### src/rtl/isotp_rx_pkg.sv
package isotp_rx_pkg;

    localparam int BUFFER_BYTES = 64;
    localparam int DID_SLOTS    = 4;
    localparam int FRAME_BYTES  = 8;

    localparam int ID_W     = 29;
    localparam int LEN_W    = 4;
    localparam int TOTAL_W  = 12;
    localparam int ADDR_W   = $clog2(BUFFER_BYTES);
    localparam int CNT_W    = ADDR_W + 1;
    localparam int CMP_W    = (CNT_W > TOTAL_W) ? CNT_W : TOTAL_W;
    localparam int POS_W    = $clog2(FRAME_BYTES) + 1;
    localparam int CFG_IDX_W = 3;
    localparam int CFG_DATA_W = 29;

    // protocol control information frame types
    localparam logic [3:0] PCI_SINGLE      = 4'h0;
    localparam logic [3:0] PCI_FIRST       = 4'h1;
    localparam logic [3:0] PCI_CONSECUTIVE = 4'h2;

    // register indexes
    localparam logic [CFG_IDX_W-1:0] REG_RESPONSE_CAN_ID     = 3'd0;
    localparam logic [CFG_IDX_W-1:0] REG_POSITIVE_SERVICE_ID = 3'd1;
    localparam logic [CFG_IDX_W-1:0] REG_DID_SLOT_0          = 3'd2;
    localparam logic [CFG_IDX_W-1:0] REG_DID_SLOT_ENABLE     = 3'd6;

    // frame decode outcome
    localparam logic [2:0] DEC_NONE     = 3'd0;
    localparam logic [2:0] DEC_SINGLE   = 3'd1;
    localparam logic [2:0] DEC_FF_LEN   = 3'd2;
    localparam logic [2:0] DEC_FF_START = 3'd3;
    localparam logic [2:0] DEC_CF_BAD   = 3'd4;
    localparam logic [2:0] DEC_CF_OK    = 3'd5;

    typedef struct packed {
        logic load_frame;
        logic apply_decode;
        logic append_step;
        logic finish;
        logic emit_sf;
        logic emit_buf;
    } dp_cmd_t;

    typedef struct packed {
        logic [2:0] dec;
        logic       append_done;
        logic       complete;
        logic       count_zero;
        logic       out_free;
        logic       sf_last;
        logic       buf_last;
    } dp_status_t;

endpackage

### src/rtl/isotp_rx_ram.sv
module isotp_rx_ram #(
    parameter int WIDTH = 8,
    parameter int DEPTH = 64
) (
    input  logic                     aclk,
    input  logic                     wr_en,
    input  logic [$clog2(DEPTH)-1:0] wr_addr,
    input  logic [WIDTH-1:0]         wr_data,
    input  logic [$clog2(DEPTH)-1:0] rd_addr,
    output logic [WIDTH-1:0]         rd_data
);

    logic [WIDTH-1:0] mem [DEPTH];
    logic [WIDTH-1:0] rd_data_reg;

    always_ff @(posedge aclk) begin
        if (wr_en) begin
            mem[wr_addr] <= wr_data;
        end
        rd_data_reg <= mem[rd_addr];
    end

    assign rd_data = rd_data_reg;

endmodule

### src/rtl/isotp_rx_ctrl.sv
module isotp_rx_ctrl (
    input  logic                     aclk,
    input  logic                     aresetn,
    input  logic                     s_valid,
    output logic                     s_ready,
    input  isotp_rx_pkg::dp_status_t status,
    output isotp_rx_pkg::dp_cmd_t    cmd
);

    localparam logic [2:0] ST_IDLE      = 3'd0;
    localparam logic [2:0] ST_DECODE    = 3'd1;
    localparam logic [2:0] ST_APPEND_FF = 3'd2;
    localparam logic [2:0] ST_APPEND_CF = 3'd3;
    localparam logic [2:0] ST_CHECK     = 3'd4;
    localparam logic [2:0] ST_SF_OUT    = 3'd5;
    localparam logic [2:0] ST_BUF_RD    = 3'd6;
    localparam logic [2:0] ST_BUF_LOAD  = 3'd7;

    logic [2:0] state_reg;
    logic [2:0] state_next;

    assign s_ready = (state_reg == ST_IDLE);

    always_comb begin
        state_next = state_reg;
        cmd        = '0;
        unique case (state_reg)
            ST_IDLE: begin
                if (s_valid) begin
                    cmd.load_frame = 1'b1;
                    state_next     = ST_DECODE;
                end
            end
            ST_DECODE: begin
                cmd.apply_decode = 1'b1;
                unique case (status.dec)
                    isotp_rx_pkg::DEC_SINGLE:   state_next = ST_SF_OUT;
                    isotp_rx_pkg::DEC_FF_START: state_next = ST_APPEND_FF;
                    isotp_rx_pkg::DEC_CF_OK:    state_next = ST_APPEND_CF;
                    default:                    state_next = ST_IDLE;
                endcase
            end
            ST_APPEND_FF: begin
                if (status.append_done) begin
                    state_next = ST_IDLE;
                end else begin
                    cmd.append_step = 1'b1;
                end
            end
            ST_APPEND_CF: begin
                if (status.append_done) begin
                    state_next = ST_CHECK;
                end else begin
                    cmd.append_step = 1'b1;
                end
            end
            ST_CHECK: begin
                if (status.complete) begin
                    cmd.finish = 1'b1;
                    state_next = status.count_zero ? ST_IDLE : ST_BUF_RD;
                end else begin
                    state_next = ST_IDLE;
                end
            end
            ST_SF_OUT: begin
                if (status.out_free) begin
                    cmd.emit_sf = 1'b1;
                    if (status.sf_last) begin
                        state_next = ST_IDLE;
                    end
                end
            end
            ST_BUF_RD: begin
                state_next = ST_BUF_LOAD;
            end
            ST_BUF_LOAD: begin
                if (status.out_free) begin
                    cmd.emit_buf = 1'b1;
                    state_next   = status.buf_last ? ST_IDLE : ST_BUF_RD;
                end
            end
            default: state_next = ST_IDLE;
        endcase
    end

    always_ff @(posedge aclk) begin
        if (!aresetn) begin
            state_reg <= ST_IDLE;
        end else begin
            state_reg <= state_next;
        end
    end

endmodule

### src/rtl/isotp_rx_dp.sv
module isotp_rx_dp (
    input  logic                                             aclk,
    input  logic                                             aresetn,
    input  isotp_rx_pkg::dp_cmd_t                            cmd,
    output isotp_rx_pkg::dp_status_t                         status,
    input  logic                                             cfg_valid,
    input  logic [isotp_rx_pkg::CFG_IDX_W-1:0]               cfg_index,
    input  logic [isotp_rx_pkg::CFG_DATA_W-1:0]              cfg_data,
    input  logic [isotp_rx_pkg::ID_W-1:0]                    frame_id,
    input  logic [isotp_rx_pkg::LEN_W-1:0]                   frame_len,
    input  logic [isotp_rx_pkg::FRAME_BYTES-1:0][7:0]        frame_bytes,
    input  logic                                             m_ready,
    output logic                                             m_valid,
    output logic [7:0]                                       m_message_byte,
    output logic [isotp_rx_pkg::ID_W-1:0]                    m_source_id,
    output logic                                             m_last_byte
);

    localparam int ADDR_W = isotp_rx_pkg::ADDR_W;
    localparam int CNT_W  = isotp_rx_pkg::CNT_W;
    localparam int POS_W  = isotp_rx_pkg::POS_W;
    localparam int CMP_W  = isotp_rx_pkg::CMP_W;
    localparam int SLOTS  = isotp_rx_pkg::DID_SLOTS;
    localparam int NBYTES = isotp_rx_pkg::FRAME_BYTES;

    // configuration
    logic [isotp_rx_pkg::ID_W-1:0] resp_id_reg;
    logic [7:0]                    psid_reg;
    logic [15:0]                   did_reg [SLOTS];
    logic [SLOTS-1:0]              did_en_reg;

    // captured frame
    logic [isotp_rx_pkg::ID_W-1:0]  id_reg;
    logic [isotp_rx_pkg::LEN_W-1:0] len_reg;
    logic [NBYTES-1:0][7:0]         byte_reg;

    // reassembly state
    logic                                collecting_reg, collecting_next;
    logic [3:0]                          seq_reg, seq_next;
    logic [isotp_rx_pkg::TOTAL_W-1:0]    total_reg, total_next;
    logic [CNT_W-1:0]                    count_reg, count_next;
    logic [POS_W-1:0]                    pos_reg, pos_next;
    logic [CNT_W-1:0]                    emit_n_reg;
    logic [CNT_W-1:0]                    emit_idx_reg;

    // output word
    logic                          m_valid_reg;
    logic [7:0]                    m_byte_reg;
    logic [isotp_rx_pkg::ID_W-1:0] m_id_reg;
    logic                          m_last_reg;

    logic [3:0]       pci_type;
    logic [3:0]       nib;
    logic             did_hit;
    logic             ff_match;
    logic [2:0]       dec;
    logic [7:0]       pos_byte;
    logic [7:0]       rd_data;
    logic             ram_we;

    // configuration writes
    always_ff @(posedge aclk) begin
        if (!aresetn) begin
            resp_id_reg <= isotp_rx_pkg::ID_W'(32'h7DC);
            psid_reg    <= 8'h62;
            for (int s = 0; s < SLOTS; s++) begin
                did_reg[s] <= (s == 0) ? 16'h0101 : 16'h0000;
            end
            did_en_reg  <= SLOTS'(1);
        end else if (cfg_valid) begin
            if (cfg_index == isotp_rx_pkg::REG_RESPONSE_CAN_ID) begin
                resp_id_reg <= cfg_data[isotp_rx_pkg::ID_W-1:0];
            end
            if (cfg_index == isotp_rx_pkg::REG_POSITIVE_SERVICE_ID) begin
                psid_reg <= cfg_data[7:0];
            end
            for (int s = 0; s < SLOTS; s++) begin
                if (cfg_index == isotp_rx_pkg::REG_DID_SLOT_0 +
                                 isotp_rx_pkg::CFG_IDX_W'(s)) begin
                    did_reg[s] <= cfg_data[15:0];
                end
            end
            if (cfg_index == isotp_rx_pkg::REG_DID_SLOT_ENABLE) begin
                did_en_reg <= cfg_data[SLOTS-1:0];
            end
        end
    end

    // decode
    assign pci_type = byte_reg[0][7:4];
    assign nib      = byte_reg[0][3:0];

    always_comb begin
        did_hit = 1'b0;
        for (int s = 0; s < SLOTS; s++) begin
            if (did_en_reg[s] && did_reg[s] == {byte_reg[3], byte_reg[4]}) begin
                did_hit = 1'b1;
            end
        end
    end

    assign ff_match = (byte_reg[2] == psid_reg) && (len_reg >= 4'd5) &&
                      (id_reg == resp_id_reg) && did_hit;

    always_comb begin
        dec = isotp_rx_pkg::DEC_NONE;
        if (len_reg != '0) begin
            unique case (pci_type)
                isotp_rx_pkg::PCI_SINGLE: begin
                    if (nib != 4'd0 && ({1'b0, nib} + 5'd1) <= {1'b0, len_reg}) begin
                        dec = isotp_rx_pkg::DEC_SINGLE;
                    end
                end
                isotp_rx_pkg::PCI_FIRST: begin
                    if (len_reg >= 4'd3) begin
                        dec = ff_match ? isotp_rx_pkg::DEC_FF_START
                                       : isotp_rx_pkg::DEC_FF_LEN;
                    end
                end
                isotp_rx_pkg::PCI_CONSECUTIVE: begin
                    if (collecting_reg) begin
                        dec = (nib == seq_reg) ? isotp_rx_pkg::DEC_CF_OK
                                               : isotp_rx_pkg::DEC_CF_BAD;
                    end
                end
                default: dec = isotp_rx_pkg::DEC_NONE;
            endcase
        end
    end

    assign pos_byte = byte_reg[pos_reg[POS_W-2:0]];

    assign status.dec         = dec;
    assign status.append_done = ({1'b0, pos_reg} >= (POS_W+1)'(len_reg)) ||
                                (count_reg == CNT_W'(isotp_rx_pkg::BUFFER_BYTES));
    assign status.complete    = CMP_W'(count_reg) >= CMP_W'(total_reg);
    assign status.count_zero  = (count_reg == '0);
    assign status.out_free    = !m_valid_reg || m_ready;
    assign status.sf_last     = (pos_reg == POS_W'(nib));
    assign status.buf_last    = ((emit_idx_reg + CNT_W'(1)) == emit_n_reg);

    assign ram_we = cmd.append_step;

    always_comb begin
        collecting_next = collecting_reg;
        seq_next        = seq_reg;
        total_next      = total_reg;
        count_next      = count_reg;
        pos_next        = pos_reg;
        if (cmd.apply_decode) begin
            unique case (dec)
                isotp_rx_pkg::DEC_SINGLE: begin
                    pos_next = POS_W'(1);
                end
                isotp_rx_pkg::DEC_FF_LEN: begin
                    total_next = {nib, byte_reg[1]};
                end
                isotp_rx_pkg::DEC_FF_START: begin
                    total_next      = {nib, byte_reg[1]};
                    collecting_next = 1'b1;
                    seq_next        = 4'd1;
                    count_next      = '0;
                    pos_next        = POS_W'(2);
                end
                isotp_rx_pkg::DEC_CF_BAD: begin
                    collecting_next = 1'b0;
                    count_next      = '0;
                end
                isotp_rx_pkg::DEC_CF_OK: begin
                    pos_next = POS_W'(1);
                    seq_next = seq_reg + 4'd1;
                end
                default: ;
            endcase
        end
        if (cmd.append_step) begin
            pos_next   = pos_reg + POS_W'(1);
            count_next = count_reg + CNT_W'(1);
        end
        if (cmd.finish) begin
            collecting_next = 1'b0;
            count_next      = '0;
        end
        if (cmd.emit_sf) begin
            pos_next = pos_reg + POS_W'(1);
        end
    end

    always_ff @(posedge aclk) begin
        if (!aresetn) begin
            collecting_reg <= 1'b0;
            seq_reg        <= 4'd1;
            total_reg      <= '0;
            count_reg      <= '0;
            m_valid_reg    <= 1'b0;
        end else begin
            collecting_reg <= collecting_next;
            seq_reg        <= seq_next;
            total_reg      <= total_next;
            count_reg      <= count_next;
            if (cmd.emit_sf || cmd.emit_buf) begin
                m_valid_reg <= 1'b1;
            end else if (m_ready) begin
                m_valid_reg <= 1'b0;
            end
        end
    end

    always_ff @(posedge aclk) begin
        pos_reg <= pos_next;
        if (cmd.load_frame) begin
            id_reg   <= frame_id;
            len_reg  <= (frame_len > 4'd8) ? 4'd8 : frame_len;
            byte_reg <= frame_bytes;
        end
        if (cmd.finish) begin
            emit_n_reg   <= count_reg;
            emit_idx_reg <= '0;
        end else if (cmd.emit_buf) begin
            emit_idx_reg <= emit_idx_reg + CNT_W'(1);
        end
        if (cmd.emit_sf) begin
            m_byte_reg <= pos_byte;
            m_id_reg   <= id_reg;
            m_last_reg <= status.sf_last;
        end else if (cmd.emit_buf) begin
            m_byte_reg <= rd_data;
            m_id_reg   <= id_reg;
            m_last_reg <= status.buf_last;
        end
    end

    isotp_rx_ram #(
        .WIDTH (8),
        .DEPTH (isotp_rx_pkg::BUFFER_BYTES)
    ) u_buf (
        .aclk    (aclk),
        .wr_en   (ram_we),
        .wr_addr (count_reg[ADDR_W-1:0]),
        .wr_data (pos_byte),
        .rd_addr (emit_idx_reg[ADDR_W-1:0]),
        .rd_data (rd_data)
    );

    assign m_valid        = m_valid_reg;
    assign m_message_byte = m_byte_reg;
    assign m_source_id    = m_id_reg;
    assign m_last_byte    = m_last_reg;

endmodule

### src/rtl/isotp_receive_reassembler_core.sv
// ISO-TP receive reassembler. One CAN frame is taken per word on the s_ channel;
// message bytes leave one per word on the m_ channel with the identifier of the
// frame that completed them and a flag on the final byte. Single frames are
// passed through, first frames matching the response identifier, service byte
// and an enabled DID slot open a collection, and consecutive frames with the
// right sequence number are appended until the announced length is reached.
// Frames are handled one at a time: each is captured and decoded, then a
// first or consecutive frame stores one byte per cycle through the single write
// port of the collection RAM. A single frame's bytes go straight to the output
// register; a completed message is read back through the registered read of the
// RAM. The output register lets the next frame be taken while the last byte
// waits. Configuration writes are taken every cycle and belong to idle time.
module isotp_receive_reassembler_core (
    input  logic                                 aclk,
    input  logic                                 aresetn,
    input  logic                                 cfg_valid,
    output logic                                 cfg_ready,
    input  logic [isotp_rx_pkg::CFG_IDX_W-1:0]   cfg_index,
    input  logic [isotp_rx_pkg::CFG_DATA_W-1:0]  cfg_data,
    input  logic                                 s_valid,
    output logic                                 s_ready,
    input  logic [isotp_rx_pkg::ID_W-1:0]        s_frame_id,
    input  logic [isotp_rx_pkg::LEN_W-1:0]       s_frame_len,
    input  logic [7:0]                           s_byte_0,
    input  logic [7:0]                           s_byte_1,
    input  logic [7:0]                           s_byte_2,
    input  logic [7:0]                           s_byte_3,
    input  logic [7:0]                           s_byte_4,
    input  logic [7:0]                           s_byte_5,
    input  logic [7:0]                           s_byte_6,
    input  logic [7:0]                           s_byte_7,
    output logic                                 m_valid,
    input  logic                                 m_ready,
    output logic [7:0]                           m_message_byte,
    output logic [isotp_rx_pkg::ID_W-1:0]        m_source_id,
    output logic                                 m_last_byte
);

    isotp_rx_pkg::dp_cmd_t    cmd;
    isotp_rx_pkg::dp_status_t status;
    logic [isotp_rx_pkg::FRAME_BYTES-1:0][7:0] frame_bytes;

    assign cfg_ready   = 1'b1;
    assign frame_bytes = {s_byte_7, s_byte_6, s_byte_5, s_byte_4,
                          s_byte_3, s_byte_2, s_byte_1, s_byte_0};

    isotp_rx_ctrl u_ctrl (
        .aclk    (aclk),
        .aresetn (aresetn),
        .s_valid (s_valid),
        .s_ready (s_ready),
        .status  (status),
        .cmd     (cmd)
    );

    isotp_rx_dp u_dp (
        .aclk           (aclk),
        .aresetn        (aresetn),
        .cmd            (cmd),
        .status         (status),
        .cfg_valid      (cfg_valid),
        .cfg_index      (cfg_index),
        .cfg_data       (cfg_data),
        .frame_id       (s_frame_id),
        .frame_len      (s_frame_len),
        .frame_bytes    (frame_bytes),
        .m_ready        (m_ready),
        .m_valid        (m_valid),
        .m_message_byte (m_message_byte),
        .m_source_id    (m_source_id),
        .m_last_byte    (m_last_byte)
    );

endmodule

### config.mk
export PLATFORM = sky130hd
export DESIGN_NAME = isotp_receive_reassembler_core
export DESIGN_NICKNAME = d
export VERILOG_FILES = /design/src/rtl/isotp_rx_pkg.sv /design/src/rtl/isotp_rx_ram.sv /design/src/rtl/isotp_rx_ctrl.sv /design/src/rtl/isotp_rx_dp.sv /design/src/rtl/isotp_receive_reassembler_core.sv
export SDC_FILE = /design/constraint.sdc
export NUM_CORES = 1
export LEC_CHECK = 0
export BUFFER_PORTS_ARGS = -buffer_cell sky130_fd_sc_hd__clkbuf_2
export CORE_AREA = 3 3 247 249
export CTS_CLUSTER_DIAMETER = 60
export DETAILED_ROUTE_END_ITERATION = 6
export DIE_AREA = 0 0 250 252
export PLACE_DENSITY = 0.74
export SLEW_MARGIN = 25
export SYNTH_ARGS = -nofsm -noshare
export SYNTH_HDL_FRONTEND = slang
export SYNTH_SLANG_ARGS = --single-unit
### constraint.sdc
create_clock -name aclk -period 10.5 [get_ports aclk]
set_input_delay 0.525 -clock aclk [delete_from_list [all_inputs] [get_ports aclk]]
set_output_delay 0.525 -clock aclk [all_outputs]
set_load 0.005 [all_outputs]
==> key figures <==
STA
  • Highest Clock Rate: around 0.26 GHz
  • Slew margin rel.: 0.296
  • Worst Hold Slack: 0.0730 ns
  • Final WS setup: between 6 and 7 ns
  • Final setup vio count: 0
  • RSZ-0062 raised after global routing: no
  • Final period utilization: 0.372
  • Hold violation total from the final report: 0
  • Final max-slew violation count: 0
  • Worst-margin pin slew: 1.06 ns
  • Clock Skew: a little over 0.03 ns
  • Setup TNS: 0 ns
  • Tmin final: just under 4 ns

CTS
  • CTS sink cnt: 806
  • TritonCTS Buffers: 79
  • Max Buffers Root-to-Sink: 3
  • CTS-repair resized insts: 0
  • CTS tree: built
  • Hold_buf cts: 0
  • H-Tree Level Count: 3
  • Clk Latency, worst-skew pair: approximately 0.63 ns
  • CTS clk-pin slew, worst paths: ~0.060 ns
  • CTS Root Cell: clkbuf_16
  • Setup Fix Bufs, Post-CTS: 0

Logic synthesis
  • Ys async rst share: 0
  • Register bit total from synthesis: roughly 810
  • Post-synth cell types: around 60
  • Syn Area/Cell: 17.8 sq um
  • Share of the synthesized area in the top cell type: 0.668
  • Yosys top cell by area: edfxtp_1
  • Register area share after synthesis: 0.720
  • Post-synth top flop: edfxtp_1
  • Mapped Cells: 1825
  • Syn Nets: ~2000
  • Number of synthesized flops with an enable pin: about 720
  • Synth area leaders: edfxtp_1 67%, mux4_2 13%, dfxtp_1 5.2%, xor2_1 1.8%, xnor2_1 1.7%
  • Syn Std Cell Area: about 32000 sq um
  • Yosys warning count: 0

Min path
  • Min-Delay Path Class: input pin to flop

Power and ir drop
  • VDD IR max: ~0.16 mV
  • P per Cell Area: roughly 180 nW/um^2
  • P_leak: roughly 12 nW

Route
  • Routed len/inst: between 20 and 30 microns
  • Initial DRC count: 1942
  • Remaining DRCs: 0
  • Post-DR vias/cell: ~6
  • Final ANT Viol Nets: 0
  • Via Count: approximately 18000
  • Total Wirelength: ~76000 microns
  • TritonRoute pass-1 iters: 5

Cells and area
  • Final-stage net count: approximately 2200
  • Layout cell share with drive strength beyond 1: 0.265
  • Max reg flops: between 500 and 600
  • Area Growth Syn to Fin: 13.0%
  • Design area: around 37000 sq um
  • Commonest non-fill, non-tap cell in the layout: edfxtp_1
  • Most frequent cells in the layout: 722 x edfxtp_1, 184 x mux4_2, 173 x clkbuf_2, 121 x nand2_1, 92 x nor2_1

Critical path
  • Kind of critical path: flop to flop
  • CP Capture Type: flop
  • Req. time, crit path: 10.74 ns
  • CP arrival: 4.14 ns
  • R2r setup slk: 6.59 ns
  • CP max FO: 21
  • CP Launch Type: flop

Die
  • Die Ht: ~250 microns
  • # IOs: about 180
  • Cell Rows: just under 90
  • Core region area: between 50000 and 60000 sq um
  • Die area: 63000 sq um
  • Initial Util: 0.551
  • Die W: 250 microns

Placement
  • GPL Wtd Cong: slightly below 0.9
  • Setup WS pre-CTS: approximately 6.6 ns
  • Placed standard-cell area: 34100 sq um
  • Port Buffer Count: around 170
  • Post-DP HPWL: between 40000 and 50000 microns

GRT
  • Gr ovfl total: 0
  • First-pass GRT wire length: about 110000 microns
  • Total Routing Usage GR: 0.246
  • Largest net degree at the start of global routing: 73
  • Initial antenna violation count: 4
  • Vias in the first global route: approximately 18000

Run status
  • Status: finished, final reports clean

Job
  • Max Cap Viol: 0
## cells by family (layout without fill, tap and decap cells)
group                      Yosys count  after routing  share of synthesized area
adders and majority gates           22             22                    0.00848
DFF                                806            806                      0.720
buffers and inverters              132            371                     0.0177
other                                1              3                   0.000116
xor gates and xnor gates           130            130                     0.0351
AOI/OAI and AO/OA                  105            105                     0.0195
and+or+nand+nor                    421            421                     0.0636
muxes                              208            208                      0.136
## Yosys cell counts (3+ instances only)
cell type,count
buf_2,18
buf_6,4
and3_1,3
o21a_1,3
xnor2_1,64
and2_1,65
a21oi_1,56
mux2i_1,7
ha_1,22
nor3b_1,3
clkbuf_2,10
or3_1,10
nand4_1,23
nand2_1,121
xor2_1,66
nor2b_1,7
clkbuf_1,65
dfxtp_1,84
nor2_1,93
buf_1,8
nor4_1,23
nand2b_1,7
a21o_1,3
o21ai_0,17
mux2_2,17
inv_1,21
nor3_1,8
nor4b_1,3
nand3_1,36
mux4_2,184
or2_2,10
edfxtp_1,722
buf_4,4
## path summary, 6_finish.rpt
path | cells past startpoint | startpoint | to
max | 9 | u_dp.pos_reg[0]$_DFFE_PP_ | u_dp.u_buf.mem[38][3]$_DFFE_PP_
min | 1 | s_byte_3[1] | u_dp.byte_reg[25]$_DFFE_PP_
max reg2reg | 9 | u_dp.pos_reg[0]$_DFFE_PP_ | u_dp.u_buf.mem[38][3]$_DFFE_PP_
min reg2reg | 2 | u_dp.total_reg[11]$_SDFFE_PN0P_ | u_dp.total_reg[11]$_SDFFE_PN0P_
## cell type report
cell class	count	area (sq um)
Antenna cell	2	5.00
Clock buffer	95	2070
Clock inverter	51	549
Fill cell	4012	22200
Inverter	23	86.3
Multi-Input combinational cell	887	8540
Sequential cell	806	23400
Tap cell	773	967
Timing Repair Buffer	202	1100
## metrics by stage
stage	util	power, W	std cells
after floorplan	-	0.00377	1825
after detailed placement	0.578	0.00387	2691
after global routing	0.623	0.00684	2837
after CTS	0.623	0.00669	2837
final	0.623	0.00665	2839
after global placement	0.578	0.00387	2690
## routing by layer
layer | wire, microns | up-vias | GRT usage
met5 | 36 | - | 0
met4 | 1920 | 6 | 0.0768
met2 | 37200 | 1001 | 0.391
li1 | - | 7429 | -
met3 | 7340 | 122 | 0.0538
met1 | 30000 | 8943 | 0.346
## worst max-delay path: stages, from the launching register on
cell and delay, ns:
edfxtp_1 0.32, buf_4 0.31, inv_1 0.08, ha_1 0.29, o21ai_0 0.17, a21oi_1 0.15, a2111oi_2 0.30, buf_4 0.25
nand4_1 0.72, nor2_1 0.90
## report_power, final
group	total, W	internal, W	switching (W)
combinational	0.000205	0.0000705	0.000135
sequential	0.00360	0.00356	0.0000436
clock	0.00284	0.00164	0.00120
total	0.00665	0.00527	0.00138
Power figures use the tool's default switching activity.
